$ cat src/rtl/core/bpt_ram.sv
// Generic single-port synchronous RAM with a registered read.
// Depends on nothing.
module bpt_ram #(
  parameter int unsigned Width = 8,
  parameter int unsigned Depth = 16
) (
  input  logic                     clk_i,
  input  logic                     we_i,
  input  logic [$clog2(Depth)-1:0] addr_i,
  input  logic [Width-1:0]         wdata_i,
  output logic [Width-1:0]         rdata_o
);

  logic [Width-1:0] mem [Depth];

  always_ff @(posedge clk_i) begin
    if (we_i) begin
      mem[addr_i] <= wdata_i;
    end
    rdata_o <= mem[addr_i];
  end

endmodule

$ cat config.mk
export PLATFORM = sky130hd
export DESIGN_NAME = bpt_ram
export DESIGN_NICKNAME = d
export VERILOG_FILES = /design/src/rtl/core/bpt_ram.sv
export SDC_FILE = /design/constraint.sdc
export NUM_CORES = 1
export LEC_CHECK = 0
export BUFFER_PORTS_ARGS = -buffer_cell sky130_fd_sc_hd__buf_2
export CAP_MARGIN = 20
export CELL_PAD_IN_SITES_DETAIL_PLACEMENT = 1
export CELL_PAD_IN_SITES_GLOBAL_PLACEMENT = 1
export CORE_MARGIN = 4
export CORE_UTILIZATION = 33
export DETAILED_ROUTE_END_ITERATION = 16
export PLACE_DENSITY_LB_ADDON = 0.1
export SKIP_LAST_GASP = 1
export SLEW_MARGIN = 25
export SYNTH_ARGS = -nofsm -noshare
export SYNTH_HDL_FRONTEND = slang
export SYNTH_SLANG_ARGS = --single-unit
export TNS_END_PERCENT = 10
$ cat constraint.sdc
create_clock -name clk_i -period 1.9 [get_ports clk_i]
set_input_delay 0.285 -clock clk_i [delete_from_list [all_inputs] [get_ports clk_i]]
set_output_delay 0.285 -clock clk_i [all_outputs]
set_load 0.005 [all_outputs]
After elaboration in Yosys (flattened, before gate mapping)
Memory sizes are Yosys's and may differ from the RTL's. A register that Yosys moved wholly into a read port is not among the register bits.
Index checks and enable logic that the tools add are counted.
Widths: inputs -> output; s select.
- memory bits (writable): 128
- input bits: 14
- output and inout bits: 8
- memories kept: 1
- bits in registers: 0
- word-level logic and storage cells: 3
- mux-type cells: 2
- memory list (memory ; words ; width ; read ports ; clocked after memory_dff ; write ports ; line ; text):
    mem ; 16 ; 8 ; 1 ; 1 ; 1 ; 14 ; logic [Width-1:0] mem [Depth];
- operators with widths (cell ; count):
    $mux 1 ; 2

Depth between registers and ports, before layout
Gate-level depths: netlist of run 1.
- depth after elaboration: 2
- mapped depth: 5
- mapped depth without buffers: 3

Least setup slack after synthesis of run 1
Ideal clock, no wire load.
- path type: input-to-reg
- from: input addr_i[2]
- to: memory mem[0][0], enable pin
- setup slack: 122 ps
- required time: 1517 ps
- arrival time: 1395 ps
- path buffers: 0
- setup time: 383 ps
- stages: 2
- cells stage by stage: or3b_2 -> nor3_1
- RTL lines (what ; line ; text):
    start, declared ; 9 ; input logic [$clog2(Depth)-1:0] addr_i,
    end, declared ; 14 ;
Straight into the memory's write port.

==> results.yml, run 1 <==
floorplan:
  start_util: 0.335
  placementRows: 45
  die_w_um: 132
  num_io_pins: 22
  die_area_mm2: 0.0174
  core-area_mm2: 0.0151
  fp.dieH_um: 132
clock_network:
  cts-buffers-inserted: 17
  cts_htree_levels: 4
  cts_root_buf: "clkbuf_16"
  postCtsSetupBuffers: 0
  cts.sinks: 136
  cts_hold_buffers: 0
  clockBufferDepth: 2
  post_cts_resized: 0
  cts_tree: "done"
  clock_latency_ns: 0.41
  cts.clk_slew.worst_paths_ns: 0.05
synth:
  yosysUniqueCellTypes: 18
  synth-seq-cells: 136
  syn_inst: 230
  syn_avg_cell_area_um2: 22.0
  seq_area_frac_synth: 0.790
  synth_nets: 244
  synth_area_mm2: 0.00507
  yosysWarnings: 0
detailed_routing:
  vias_per_cell: 4.92
  wire_per_inst_um: 22.8
  drc: 0
  ant_nets: 0
  route.vias.total: 2401
  drtPass1Iterations: 4
  drt-initial-drc-count: 123
  wl_um: 11100
timing:
  rsz0062_at_grt: "false"
  min_period_ns: 1.36
  max-slew-margin-rel: 0.394
  slew_violations: 0
  hold_viol_final: 0
  worstMarginPinSlew_ns: 0.907
  clock.fmax_ghz: 0.736
  clock_skew_ns: 0.00482
  holdWs_ns: 0.264
  period_share: 0.715
  fin_ws_ns: 0.542
  final-setup-viol-count: 0
  finalSetupTns_ns: 0
place:
  io_buffers: 21
  gp_congestion: 0.702
  dpl_cell_area_mm2: 0.00560
  dp_hpwl_um: 7450
  pre_cts_ws_ns: 0.134
final_layout:
  register_area_mm2: 0.00400
  fillCellCount: 1444
  n_antenna_cell: 0
  final_util: 0.405
  synthToLayoutAreaGrowth_pct: 21.1
  nNetsFinal: 302
  drive_above_1_share: 0.360
  stdcell_area_mm2: 0.00613
  multi_input_area_mm2: 0.00100
critical_path:
  startpoint_type: "flop"
  crit_start: "mem[0][2]"
  timing.rr.start: "mem[0][2]"
  timing.rr.end: "rdata_o[2]"
  path_max_fanout: 1
  crit_path_end_kind: "flop"
  required_ns: 2.19
  worstRegToRegCells: 3
  critical_path_arrival_ns: 1.65
  crit_type: "reg -> reg"
  ff2ff_setup_slack_ns: 0.54
  crit_path_end: "rdata_o[2]"
global_route:
  grt_pass1_wl_um: 16900
  grt.total_usage: 0.138
  grt_max_degree: 27
  grt_antenna_before_repair: 0
  grt_overflow: 0
  grt_pass1_vias: 2722
job:
  maxCapViolCount: 0
power:
  power_density_mw_per_mm2: 1080
  peakVddDrop_mv: 0.610
  p_leak_nw: 2.05
status:
  status: "complete, no violations"
hold_path:
  hold_class: "in -> reg"
[power breakdown]
| group | leakage [nW] | switching (mW) | internal, mW |
|---|---|---|---|
| registers | 1.22 | 0.0206 | 3.36 |
| logic | 0.561 | 0.185 | 0.144 |
| clock network | 0.265 | 1.11 | 1.82 |
| total | 2.05 | 1.31 | 5.32 |
[area by class of cell]
class / count / share of cell area
Timing Repair Buffer: 50 / 0.0587
Multi-Input combinational cell: 83 / 0.164
Sequential cell: 136 / 0.653
Clock inverter: 4 / 0.00306
Tap cell: 188 / 0.0383
Clock buffer: 27 / 0.0836
[sequential cells by signal, indices dropped and copies added (netlist names)]
| signal | cells |
|---|---|
| mem | 128 |
| rdata_o | 8 |
[kinds of logic after synthesis]
group / synth area share
flops: 0.790
buf+inv: 0.0119
compound gates: 0.0237
mux: 0.142
simple gates: 0.0321
[cell usage in the layout, fill, tap and decap left out, types with 5 or more instances in the layout]
master	Yosys	routed
buf_2	2	21
edfxtp_1	128	128
dfxtp_1	8	8
nor2_1	13	13
clkbuf_16	0	17
mux4_2	32	32
clkbuf_8	0	5
clkbuf_1	2	5
buf_4	0	26
nand2_1	9	9
a22oi_1	16	16
[how the worst min path moves through the flow]
stage,startpoint,end,cells after the start
global route,wdata_i[3],mem[5][3],1
floorplan,wdata_i[0],mem[0][0],0
finish,wdata_i[0],mem[12][0],1
detailed placement,mem[15][0],rdata_o[0],3
CTS,wdata_i[7],mem[4][7],1
global placement,mem[13][0],rdata_o[0],3
[stage by stage]
| stage | cells | power (mW) |
|---|---|---|
| 2_1_floorplan | 230 | 3.61 |
| 3_3_place_gp | 457 | 3.78 |
| 3_5_place_dp | 457 | 3.78 |
| 4_1_cts | 488 | 6.73 |
| 5_1_grt | 488 | 6.88 |
| 6_report | 488 | 6.63 |
[Yosys cell counts]
library cell,number,share of area
or3b_2,1,0.0017
nand3_1,1,0.00099
a22oi_1,16,0.024
nor2_1,13,0.0096
buf_1,4,0.0030
mux4_2,32,0.14
nand2b_1,2,0.0025
nand3b_1,2,0.0030
clkbuf_2,1,0.00099
buf_6,2,0.0044
edfxtp_1,128,0.76
clkbuf_1,2,0.0015
dfxtp_1,8,0.032
buf_2,2,0.0020
nor2b_1,2,0.0025
nand2_1,9,0.0067
nor3_1,4,0.0040
and2_1,1,0.0012
[routing by layer]
metal  routed length (µm)  track usage  vias to the layer above
met5                    0            0                        -
met4                  204       0.0613                        0
met3                  313       0.0378                       14
met2                 5630        0.226                       38
met1                 4980        0.172                     1272
li1                     -            -                     1077
[worst max-delay path, cell delays in order, from the launching register on]
cell      delay [ns]
edfxtp_1        0.37
mux4_2          0.47
a22oi_1         0.32
nand2_1         0.08
(Power assumes the default switching activity.)
==> run 2, diff against run 1 <==
==> constraint.sdc (replaced) <==
create_clock -name clk_i -period 1.34 [get_ports clk_i]
set_input_delay 0.201 -clock clk_i [delete_from_list [all_inputs] [get_ports clk_i]]
set_output_delay 0.201 -clock clk_i [all_outputs]
set_load 0.005 [all_outputs]
==> run 2 against run 1 <==
  * The run now ends with setup timing left
  * Critical endpoint is now rdata_o[7]
  * First-iteration DRC count increased by 16%
  * Largest cell class unchanged
  * Global-route usage decreased by 0.28 points
  * Critical path type unchanged
  * Sequential share of layout area decreased by 4.2 points
==> results.yml, run 2 (synthesized netlist as in run 1, its figures left out) <==
critical_path:
  crit_type: "reg -> reg"
  critical_path_arrival_ns: 1.65
  crit_start: "mem[8][7]"
  required_ns: 1.63
  timing.rr.start: "mem[8][7]"
  ff2ff_setup_slack_ns: -0.03
  crit_path_end_kind: "flop"
  path_max_fanout: 1
  startpoint_type: "flop"
hold_path:
  hold_class: "in -> reg"
  hp-start: "wdata_i[4]"
final_layout:
  drive_above_1_share: 0.478
  reg_top3: "mem: 128 flops, rdata_o: 8 flops"
  instances_no_fill: 510
  nNetsFinal: 323
  n_antenna_cell: 0
  final_common_cell: "edfxtp_1"
  synthToLayoutAreaGrowth_pct: 29.4
  stdcell_area_mm2: 0.00656
  largest_register_ffs: 128
  fillCellCount: 1416
  final_cell_mix: "128 x edfxtp_1, 39 x buf_4, 32 x mux4_2"
  final_util: 0.433
  largest-register: "mem"
global_route:
  grt_overflow: 0
  grt_pass1_wl_um: 17100
  grt_pass1_vias: 2797
  grt_antenna_before_repair: 0
  grt.total_usage: 0.135
  grt_max_degree: 19
place:
  post-place-cells: 478
  dp_hpwl_um: 7750
  dpl_cell_area_mm2: 0.00599
  gp_congestion: 0.702
  pre_cts_ws_ns: -0.322
  io_buffers: 21
power:
  p_int_mw: 7.75
  p_switching_mw: 1.96
  power_density_mw_per_mm2: 1480
  p_leak_nw: 2.20
  peakVddDrop_mv: 0.879
  total_power_mw: 9.71
  pwr-share-seq: 0.493
  swShare: 0.201
  power_frac_clock: 0.449
  combPwrFrac: 0.057
floorplan:
  fp.dieH_um: 132
  num_io_pins: 22
  start_util: 0.335
  core-area_mm2: 0.0151
  die_w_um: 132
  placementRows: 45
  die_area_mm2: 0.0174
clock_network:
  cts_root_buf: "clkbuf_16"
  clock_latency_ns: 0.41
  cts.clk_slew.worst_paths_ns: 0.06
  cts_tree: "done"
  cts_htree_levels: 4
  postCtsSetupBuffers: 0
  cts-buffers-inserted: 17
  cts.sinks: 136
  clockBufferDepth: 2
status:
  status: "finished, violations left"
  violations: "setup timing"
timing:
  clock.fmax_ghz: 0.731
  final-setup-viol-count: 3
  worstMarginPinSlew_ns: 0.697
  rsz0062_at_grt: "true"
  min_period_ns: 1.37
  finalSetupTns_ns: -0.0669
  fin_ws_ns: -0.0277
  holdWs_ns: 0.182
  clock_skew_ns: 0.00538
  slew_violations: 0
  hold_viol_final: 0
  period_share: 1.02
  max-slew-margin-rel: 0.535
detailed_routing:
  wire_per_inst_um: 21.3
  wl_um: 10900
  drtPass1Iterations: 4
  vias_per_cell: 4.77
  drc: 0
  route.vias.total: 2431
  drt-initial-drc-count: 143
  ant_nets: 0
job:
  maxCapViolCount: 0
## run 2: power groups by stage
stage	Combinational (mW)	Clock [mW]	Sequential [mW]
floorplan	0.275	0	4.87
global placement	0.565	0	4.87
detailed placement	0.570	0	4.88
CTS	0.574	4.47	4.79
global route	0.611	4.66	4.79
finish	0.557	4.36	4.79
## run 2: cell type report
cell class	count	area, µm²	area share
multi-input cells	83	1140	0.174
well taps	188	235	0.0359
clock buffers	24	492	0.0750
repair buffers	71	618	0.0942
flip-flops and latches	136	4000	0.610
clock inverters	8	70.1	0.0107
## run 2: critical path: stages (launching register included)
cell,delay [ns]
edfxtp_1,0.38
mux4_2,0.47
a22oi_1,0.32
nand2_1,0.08
## run 2: layer usage
layer,share of wire,track usage
met1,0.45,0.175
met2,0.50,0.217
met3,0.026,0.0317
met4,0.018,0.0613
met5,0,0
## run 2: worst paths after layout
kind                                    to  cells past startpoint
worst max-delay path            rdata_o[7]                      3
worst min register to register  rdata_o[0]                      3
worst max register to register  rdata_o[7]                      3
worst min-delay path             mem[1][4]                      1
## run 2: repair_timing
action,CTS,global route
resized for setup,1,1
pin swaps,0,0
hold buffers,0,0
setup endpoints to repair,4,7
